### src/rtl/wbsd_pkg.sv
// shared widths and defaults for the window baseline settle detector
package wbsd_pkg;

	localparam int SAMPLE_W       = 24;
	localparam int SUM_W          = 28;
	localparam int TOL_W          = 16;
	localparam int WINDOW_DEFAULT = 10;

	localparam logic [TOL_W-1:0] TOL_RESET = TOL_W'(13);

	// stage 1 status handed to the deviation check
	typedef struct packed {
		logic valid;
		logic full;
	} wbsd_stage_t;

endpackage

### src/rtl/wbsd_if.sv
// sample and result channel interfaces
interface wbsd_in_if;
	import wbsd_pkg::*;

	logic                       valid;
	logic                       ready;
	logic signed [SAMPLE_W-1:0] sample;
	logic                       clear;

	modport source (output valid, output sample, output clear, input ready);
	modport sink   (input valid, input sample, input clear, output ready);
endinterface

interface wbsd_out_if;
	import wbsd_pkg::*;

	logic                    valid;
	logic                    ready;
	logic                    settled;
	logic                    window_full;
	logic signed [SUM_W-1:0] window_sum;

	modport source (output valid, output settled, output window_full, output window_sum,
		input ready);
	modport sink   (input valid, input settled, input window_full, input window_sum,
		output ready);
endinterface

### src/rtl/wbsd_window.sv
// sample history shift line, running sum and fill counter
module wbsd_window
	import wbsd_pkg::*;
#(
	parameter int WINDOW = WINDOW_DEFAULT
) (
	input  logic                       clk,
	input  logic                       arst_n,
	input  logic                       in_valid,
	output logic                       in_ready,
	input  logic signed [SAMPLE_W-1:0] in_sample,
	input  logic                       in_clear,
	input  logic                       take,
	output wbsd_stage_t                stage_s1,
	output logic signed [SAMPLE_W-1:0] hist_q [WINDOW],
	output logic signed [SUM_W-1:0]    sum_q
);

	localparam int FILL_W = $clog2(WINDOW + 2);

	logic              accept;
	logic [FILL_W-1:0] fill_q;
	logic [FILL_W-1:0] fill_base;
	logic [FILL_W-1:0] fill_nxt;

	assign in_ready = !stage_s1.valid || take;
	assign accept   = in_valid && in_ready;

	// clear restarts the count only, history keeps sliding
	assign fill_base = in_clear ? '0 : fill_q;
	assign fill_nxt  = (fill_base < FILL_W'(WINDOW + 1)) ? fill_base + FILL_W'(1) : fill_base;

	always_ff @(posedge clk or negedge arst_n) begin
		if (!arst_n) begin
			stage_s1 <= '0;
			fill_q   <= '0;
			sum_q    <= '0;
			for (int i = 0; i < WINDOW; i++) begin
				hist_q[i] <= '0;
			end
		end else begin
			if (accept) begin
				stage_s1.valid <= 1'b1;
				stage_s1.full  <= fill_nxt > FILL_W'(WINDOW);
				fill_q         <= fill_nxt;
				sum_q          <= sum_q + SUM_W'(in_sample) - SUM_W'(hist_q[WINDOW-1]);
				hist_q[0]      <= in_sample;
				for (int i = 1; i < WINDOW; i++) begin
					hist_q[i] <= hist_q[i-1];
				end
			end else if (take) begin
				stage_s1.valid <= 1'b0;
			end
		end
	end

endmodule

### src/rtl/wbsd_check.sv
// parallel deviation compares and result register
module wbsd_check
	import wbsd_pkg::*;
#(
	parameter int WINDOW = WINDOW_DEFAULT
) (
	input  logic                       clk,
	input  logic                       arst_n,
	input  wbsd_stage_t                stage_s1,
	input  logic signed [SAMPLE_W-1:0] hist_q [WINDOW],
	input  logic signed [SUM_W-1:0]    sum_q,
	input  logic [TOL_W-1:0]           tol,
	output logic                       take,
	wbsd_out_if.source                 dout
);

	localparam int PROD_W = SAMPLE_W + $clog2(WINDOW) + 1;
	localparam int DIFF_W = ((PROD_W > SUM_W) ? PROD_W : SUM_W) + 1;
	localparam int LIM_W  = TOL_W + $clog2(WINDOW) + 1;
	localparam int CMP_W  = (DIFF_W > LIM_W) ? DIFF_W : LIM_W;

	logic [LIM_W-1:0]  limit;
	logic [WINDOW-1:0] tap_ok;
	logic              valid_q;

	assign limit = LIM_W'(tol) * LIM_W'(WINDOW);

	// one comparator per window tap
	for (genvar i = 0; i < WINDOW; i++) begin : g_tap
		logic signed [PROD_W-1:0] prod;
		logic signed [DIFF_W-1:0] diff;
		logic        [DIFF_W-1:0] mag;

		assign prod      = PROD_W'(hist_q[i]) * $signed(PROD_W'(WINDOW));
		assign diff      = DIFF_W'(prod) - DIFF_W'(sum_q);
		assign mag       = diff[DIFF_W-1] ? DIFF_W'(-diff) : DIFF_W'(diff);
		assign tap_ok[i] = CMP_W'(mag) <= CMP_W'(limit);
	end

	assign take       = !valid_q || dout.ready;
	assign dout.valid = valid_q;

	always_ff @(posedge clk or negedge arst_n) begin
		if (!arst_n) begin
			valid_q <= 1'b0;
		end else if (take) begin
			valid_q <= stage_s1.valid;
		end
	end

	always_ff @(posedge clk) begin
		if (take && stage_s1.valid) begin
			dout.settled     <= stage_s1.full && (&tap_ok);
			dout.window_full <= stage_s1.full;
			dout.window_sum  <= sum_q;
		end
	end

endmodule

### src/rtl/window_baseline_settle_detector.sv
// top level of the window baseline settle detector
// Takes one signed 24-bit sample (8 fraction bits) per beat on din and returns one result
// beat on dout: the sum of the last WINDOW samples, a window_full flag once more than
// WINDOW samples have arrived since the last clear, and settled when the window is full and
// every windowed sample s satisfies |WINDOW*s - sum| <= WINDOW*tolerance. Throughput is one
// beat per clock while dout is ready; each din beat is registered first in the history/sum
// update, then the parallel per-tap compare is registered into the dout result register.
// A sample with clear set restarts the fill count only: history and sum keep sliding.
// The tolerance register resets to 13 and is written through cfg_we/cfg_wdata; write it
// only while no beat is in flight.
module window_baseline_settle_detector
	import wbsd_pkg::*;
#(
	parameter int WINDOW = WINDOW_DEFAULT
) (
	input  logic             clk,
	input  logic             arst_n,
	input  logic             cfg_we,
	input  logic [TOL_W-1:0] cfg_wdata,
	wbsd_in_if.sink          din,
	wbsd_out_if.source       dout
);

	// tolerance register
	logic [TOL_W-1:0] tol_q;

	// stage 1: window state after the newest sample
	wbsd_stage_t                stage_s1;
	logic signed [SAMPLE_W-1:0] hist_q [WINDOW];
	logic signed [SUM_W-1:0]    sum_q;

	// result register can take the stage 1 item this cycle
	logic take;

	always_ff @(posedge clk or negedge arst_n) begin
		if (!arst_n) begin
			tol_q <= TOL_RESET;
		end else if (cfg_we) begin
			tol_q <= cfg_wdata;
		end
	end

	// history shift line, running sum, fill counter
	wbsd_window #(
		.WINDOW (WINDOW)
	) u_window (
		.clk       (clk),
		.arst_n    (arst_n),
		.in_valid  (din.valid),
		.in_ready  (din.ready),
		.in_sample (din.sample),
		.in_clear  (din.clear),
		.take      (take),
		.stage_s1  (stage_s1),
		.hist_q    (hist_q),
		.sum_q     (sum_q)
	);

	// per-tap deviation test and output register
	wbsd_check #(
		.WINDOW (WINDOW)
	) u_check (
		.clk      (clk),
		.arst_n   (arst_n),
		.stage_s1 (stage_s1),
		.hist_q   (hist_q),
		.sum_q    (sum_q),
		.tol      (tol_q),
		.take     (take),
		.dout     (dout)
	);

endmodule
### src/flat_wrapper.sv
// flat-port wrapper written by rule: the top's interface ports become plain ports
module window_baseline_settle_detector_flat import wbsd_pkg::*;
#(
	parameter int WINDOW = WINDOW_DEFAULT
)
  (clk, arst_n, cfg_we, cfg_wdata, din_valid, din_sample, din_clear, din_ready, dout_valid, dout_settled, dout_window_full, dout_window_sum, dout_ready);
  wbsd_in_if din_i ();
  wbsd_out_if dout_i ();
  input  logic clk;
  input  logic arst_n;
  input  logic cfg_we;
  input  logic [TOL_W-1:0] cfg_wdata;
  input wire logic [$bits(din_i.valid)-1:0] din_valid;
  input wire logic [$bits(din_i.sample)-1:0] din_sample;
  input wire logic [$bits(din_i.clear)-1:0] din_clear;
  output wire logic [$bits(din_i.ready)-1:0] din_ready;
  output wire logic [$bits(dout_i.valid)-1:0] dout_valid;
  output wire logic [$bits(dout_i.settled)-1:0] dout_settled;
  output wire logic [$bits(dout_i.window_full)-1:0] dout_window_full;
  output wire logic [$bits(dout_i.window_sum)-1:0] dout_window_sum;
  input wire logic [$bits(dout_i.ready)-1:0] dout_ready;
  assign din_i.valid = din_valid;
  assign din_i.sample = din_sample;
  assign din_i.clear = din_clear;
  assign din_ready = din_i.ready;
  assign dout_valid = dout_i.valid;
  assign dout_settled = dout_i.settled;
  assign dout_window_full = dout_i.window_full;
  assign dout_window_sum = dout_i.window_sum;
  assign dout_i.ready = dout_ready;
  window_baseline_settle_detector #(.WINDOW(WINDOW)) u_core (.clk(clk), .arst_n(arst_n), .cfg_we(cfg_we), .cfg_wdata(cfg_wdata), .din(din_i), .dout(dout_i));
endmodule
### config.mk
export PLATFORM = sky130hd
export DESIGN_NAME = window_baseline_settle_detector_flat
export DESIGN_NICKNAME = d
export VERILOG_FILES = /design/src/rtl/wbsd_pkg.sv /design/src/rtl/wbsd_if.sv /design/src/rtl/wbsd_window.sv /design/src/rtl/wbsd_check.sv /design/src/rtl/window_baseline_settle_detector.sv /design/src/flat_wrapper.sv
export SDC_FILE = /design/constraint.sdc
export NUM_CORES = 2
export LEC_CHECK = 0
export BUFFER_PORTS_ARGS = -buffer_cell sky130_fd_sc_hd__buf_2
export CAP_MARGIN = 20
export CORE_ASPECT_RATIO = 1.75
export CORE_MARGIN = 3
export CORE_UTILIZATION = 54
export CTS_CLUSTER_SIZE = 14
export DETAILED_ROUTE_END_ITERATION = 12
export MAX_ROUTING_LAYER = met4
export PLACE_DENSITY = 0.71
export SLEW_MARGIN = 20
export SYNTH_ARGS = -nofsm -noshare
export SYNTH_HDL_FRONTEND = slang
export SYNTH_HIERARCHICAL = 1
export SYNTH_SLANG_ARGS = --single-unit
### constraint.sdc
create_clock -name clk -period 25.4 [get_ports clk]
set_clock_uncertainty 0.2 [all_clocks]
set_input_delay 2.54 -clock clk [delete_from_list [all_inputs] [get_ports clk]]
set_output_delay 2.54 -clock clk [all_outputs]
set_load 0.1 [all_outputs]
# ---- Word-level counts from Yosys, hierarchy flattened
# Cells that the tools add are included.
dict set report totals {
  in_bits 46
  ram_bits 0
  latchBits 0
  wordCells 88
  romBits 0
  mem_count 0
  regBits 321
}
dict set report classes {
  bitwise 0
  n_lt_le_gt_ge 12
  reduce_logical 9
  n_div 0
  shift 0
  n_mul 11
  addsub 23
  mux 14
  n_eq_ne 0
}
# cell count
set ops {}
lappend ops {{$le 30x20->1} 10}
lappend ops {{$mux 30} 10}
lappend ops {{$neg 30->30} 10}
lappend ops {{$sub 29x28->30} 10}
lappend ops {{$mul 24x4->28 const B} 10}
lappend ops {{$add 28x24->28} 1}
lappend ops {{$sub 28x24->28} 1}
lappend ops {{$mul 16x3->19 const B} 1}
lappend ops {{$reduce_and 10->1} 1}
lappend ops {{$mux 4} 2}
lappend ops {{$add 4x1->4 const B} 1}
lappend ops {{$gt 4x4->1 const B} 1}
lappend ops {{$lt 4x4->1 const B} 1}
lappend ops {{$logic_and 1x1->1} 3}
lappend ops {{$logic_not 1->1} 2}
lappend ops {{$logic_or 1x1->1} 2}
lappend ops {{$mux 1} 2}
lappend ops {{$reduce_bool 2->1} 1}

# ---- Logic depth before layout (Yosys ltp)
dict set report depth {
  depth_word 7
  depth_mapped 47
}

# ---- Hierarchy
# The synthesis kept the hierarchy.
# module instances area_per_inst_um2 cells_per_inst
set by_module_without_submodules {}
lappend by_module_without_submodules {wbsd_check 1 41657.5 5698}
lappend by_module_without_submodules {wbsd_window 1 12702.2 1471}
lappend by_module_without_submodules {window_baseline_settle_detector 1 653.1 34}

# ---- Worst setup path after synthesis
# Ideal clock, no wire load.
dict set report synth_path {
  path_kind {register to register}
  from {reg u_core/u_window/hist_q[193] (netlist name)}
  to {reg u_core.u_check.dout.settled (data pin)}
  setup_slack_ns 16.720
  arrival_time_ns 8.346
  t_required_ns 25.066
  path_buffers 3
  path_stages_with_launch 46
  setup_ns 0.134
  path_cell_list {dfrtp_1 -> ha_1 -> ha_1 -> inv_1 -> fa_1 -> nor2b_1 -> o21ai_0 -> a21boi_0 -> o21ai_0 -> a21boi_0 -> o21ai_0 -> a21oi_1 -> o41a_1 -> a41o_1 -> o211ai_1 -> a2bb2oi_1 -> a21bo_2 -> a21boi_0 -> [... 10 more ...] -> nand2_1 -> xnor2_1 -> ha_1 -> nand4_1 -> nor2_1 -> nor4_1 -> a221o_1 -> a31oi_1 -> o311ai_0 -> a21oi_1 -> nor4_1 -> o2111ai_1 -> a2111oi_0 -> nand3_1 -> nor4_1 -> nand4_1 -> nor4_1 -> and4_1}
}
dict set report synth_between {
  elab_chain_cells 7
}
# item line_no
set synth_rtl {}
lappend synth_rtl {{from (decl)} wbsd_window.sv:15} ;# output logic signed [SAMPLE_W-1:0] hist_q [WINDOW],
lappend synth_rtl {{from (signal, indexed assignment)} wbsd_window.sv:49} ;# hist_q[i] <= hist_q[i-1];
lappend synth_rtl {{$mul 24x4->28 (*)} wbsd_check.sv:34} ;# assign prod = PROD_W'(hist_q[i]) * $signed(PROD_W'(WINDOW));
lappend synth_rtl {{$sub 29x28->30 (*)} wbsd_check.sv:35} ;# assign diff = DIFF_W'(prod) - DIFF_W'(sum_q);
lappend synth_rtl {{$neg 30->30} wbsd_check.sv:36} ;# assign mag = diff[DIFF_W-1] ? DIFF_W'(-diff) : DIFF_W'(diff);
lappend synth_rtl {{$mux 30 (*)} wbsd_check.sv:36}
lappend synth_rtl {{$le 30x20->1 (*)} wbsd_check.sv:37} ;# assign tap_ok[i] = CMP_W'(mag) <= CMP_W'(limit);
lappend synth_rtl {{$reduce_and 10->1 (*)} wbsd_check.sv:53} ;# dout.settled <= stage_s1.full && (&tap_ok);
lappend synth_rtl {{$logic_and 1x1->1 (*)} wbsd_check.sv:53}
lappend synth_rtl {{to (signal assigned)} wbsd_check.sv:53}
lappend synth_rtl {{to (decl)} wbsd_if.sv:23} ;# modport source (output valid, output settled, output window_full, output window_sum,
# Every way passes the cells marked *; elsewhere a longest branch is shown, timed or not.
# A chain may end at the register's enable or synchronous reset.

# ---- Worst setup path in the final report
dict set report layout_path {
  from {reg u_core/u_window/hist_q[1] (netlist name)}
  to {reg u_core.u_check.dout.settled (data pin)}
}
# Same word-level chain as after synthesis.

==> results.tsv <==
metric	value	unit
status	finished, final reports clean	
Post-CTS Setup Inserts	0	
Slew Viols, Final	0	
H-Tree Depth	2	
Ports	78	
Post-DP HPWL	181.0	mm
CP Launch Point	u_core/u_window/hist_q[1]$_DFFE_PN0P_	
CTS clock-pin slew for the worst setup and hold paths	0.07	ns
first-pass GRT wire length	334.5	mm
max-cap violations	0	
post-cts hold buffer count	0	
GRT overflow	0	
CP peak stage delay	0.83	ns
Root Buffer	clkbuf_16	
die area	0.1059	mm²
Iter 0 DRT Violations	3560	
period utilization	0.4471	
DRT Pass-1 Iters	8	
TritonCTS Buffers	39	
DIE WIDTH	247.3	µm
synthesized area per cell	7.637	µm²
Post-route DRC	0	
Reg2Reg Launch Point	u_core/u_window/hist_q[1]$_DFFE_PN0P_	
Startpoint Class	flip-flop	
synthesized net count	8284	
post-route ant nets	0	
RSZ-0062 raised after global routing	no	
Finish-stage setup viols	0	
Slew headroom	0.1740	
Synth Flop Type	dfrtp_1	
crit end category	flip-flop	
# resized after CTS	0	
slowest CP cell	nor4_1	
largest net degree at the start of global routing	133	
clock sinks	321	
Crit Path Class	reg -> reg	
DR WL/cell	26.45	µm
actual slew at the worst max-slew pin	1.230	ns
Arr. time, crit path	11.63	ns
Final #Nets	8308	
FP Rows	154	
setup TNS	0	ns
TritonCTS clock tree	yes	
CP max FO	16	
Total Wirelength	227.2	mm
chip height	428.2	µm
clk_lat worst skew	0.64	ns
starting density of the core	0.5449	
share of layout cells above drive strength 1	0.04962	
Core Area	0.1010	mm²
sequential element share of the synthesized area	0.1488	
CP dominant cell by count	o21ai_0	
routed vias	56320	
Post-Synthesis Cells	7203	
hold crit path type	reg -> reg	
Placer Congestion	1.172	
filler cell count in the final layout	9731	
number of global-route vias before repair	57020	
asr flop ratio synth	0.9065	
initial antenna violation count	9	
min-delay src	u_core/u_window/stage_s1[1]$_DFFE_PN0P_	
Synth Warn #	6	
Global Route Usage Sum	0.4309	
Cell variety after synth	122	
via/cell ratio	6.558	
Hold Fails Final Rpt	0	
Synth Register Bits	321	
Clock Tree Buf Depth	3	
Tmin final	11.36	ns
Post-synth EDFFs	30	
Max Freq	88.06	MHz
PortBufs	77	
cell area after synthesis	0.05501	mm²
Req. time, crit path	25.68	ns
area added between synthesis and finish	6.161	%
## layout make-up
cell class / instances / area, µm² / share of cell area
sequential: 321 / 8187 / 0.1402
clock inverter: 21 / 316.6 / 0.005420
tap: 1326 / 1659 / 0.02841
timing repair buffer: 160 / 1032 / 0.01767
multi-input combinational: 6315 / 44720 / 0.7657
antenna: 7 / 17.52 / 0.0002999
clock buffer: 48 / 1010 / 0.01729
inverter: 390 / 1464 / 0.02507
## synth_stat cells (23+ instances only)
library cell	number	area, µm²
nand2_1	1098	4121
ha_1	987	12350
a21oi_1	528	2643
nor2_1	511	1918
xnor2_1	462	4046
o21ai_0	407	2037
inv_1	388	1456
dfrtp_1	288	7207
nor3_1	185	925.9
xor2_1	181	1585
a21o_1	167	1254
nand3_1	158	790.8
clkbuf_1	156	585.6
nor2b_1	118	738.2
o21a_1	112	840.8
nand2b_1	98	613.1
nand4_1	91	569.3
and3_1	76	475.5
o211ai_1	70	525.5
or3_1	70	437.9
o31ai_1	63	473.0
a211oi_1	57	427.9
a31oi_1	57	356.6
fa_1	48	960.9
nor4_1	44	275.3
o21bai_1	44	330.3
and2_1	41	256.5
o21ai_1	35	175.2
edfxtp_1	30	900.9
a211o_1	26	227.7
or2_2	26	162.7
a21boi_0	24	180.2
nor3b_1	24	180.2
o31a_1	24	210.2
o2111ai_1	23	201.4
## logic make-up (layout without fill, tap and decap cells)
group           after synthesis  in the layout  share of synthesized area
simple gates               2678           2678                     0.2308
compound gates             1913           1913                     0.2269
fa+ha+maj                  1035           1035                     0.2419
xor+xnor                    643            643                     0.1024
buf+inv                     567            619                    0.03960
flops                       321            321                     0.1488
mux                          46             46                   0.009598
other cells                   0              7                          0
## final timing paths
path,endpoint,slack [ns],cells past startpoint
max in group asynchronous,u_core/u_window/sum_q[10]$_DFFE_PN0P_,21.18,3
min in group asynchronous,u_core/u_window/hist_q[115]$_DFFE_PN0P_,1.69,1
hold reg to reg,u_core/u_check/dout.valid$_DFFE_PN0N_,0.29,1
setup / recovery,u_core/u_check/dout.settled$_DFFE_PP_,14.04,42
hold / removal,u_core/u_check/dout.valid$_DFFE_PN0N_,0.29,1
setup reg to reg,u_core/u_check/dout.settled$_DFFE_PP_,14.04,42
## registers in the layout, summed over array words and instances, names as in the netlist
| name | flops |
|---|---|
| u_core/u_check/dout.settled | 1 |
| u_core/u_check/dout.window_full | 1 |
| u_core/u_window/stage_s1 | 2 |
| u_core/u_check/dout.valid | 1 |
| u_core/u_window/sum_q | 28 |
| u_core/u_window/hist_q | 240 |
| u_core/tol_q | 16 |
| u_core/u_check/dout.window_sum | 28 |
| u_core/u_window/fill_q | 4 |
## per-stage QoR
stage	cells	worst slack [ns]	utilization	instance area, µm²	hold slack, ns
floorplan	7203	16.72	-	55010	0.2385
global placement	8510	14.66	0.5648	57020	0.2630
detailed placement	8511	14.42	0.5649	57040	0.2767
CTS	8580	14.36	0.5780	58360	0.2961
global route	8587	13.57	0.5784	58400	0.3163
finish	8588	14.04	0.5784	58400	0.2884
## routing by layer
layer / wire, µm / GRT usage / vias to the layer above
li1: - / - / 26130
met1: 72610 / 0.3877 / 26690
met2: 111300 / 0.7403 / 2280
met3: 13490 / 0.07112 / 1223
met4: 29790 / 0.4419 / 0
met5: 0 / - / -
## critical path, delay by kind of cell, from the launching register on
family / cells / cell delay [ns]
buffers and inverters: 1 / 0.07
XOR/XNOR: 2 / 0.26
AND/OR/NAND/NOR: 11 / 2.53
AO/OA/AOI/OAI: 23 / 6.35
adder cells (fa/ha/maj): 5 / 1.31
flip-flops: 1 / 0.45
## cell usage in the layout (no fill, tap or decap), types with 158 or more instances in the layout
| cell type | count |
|---|---|
| nor2_1 | 511 |
| a21oi_1 | 527 |
| xor2_1 | 180 |
| a21o_1 | 167 |
| dfrtp_1 | 288 |
| nor3_1 | 185 |
| o21ai_0 | 404 |
| xnor2_1 | 462 |
| ha_1 | 987 |
| nand2_1 | 1097 |
| nand3_1 | 158 |
| inv_1 | 388 |
Power is not shown: default switching activity piles up to over one toggle a cycle in this logic, so the estimate is an artifact.
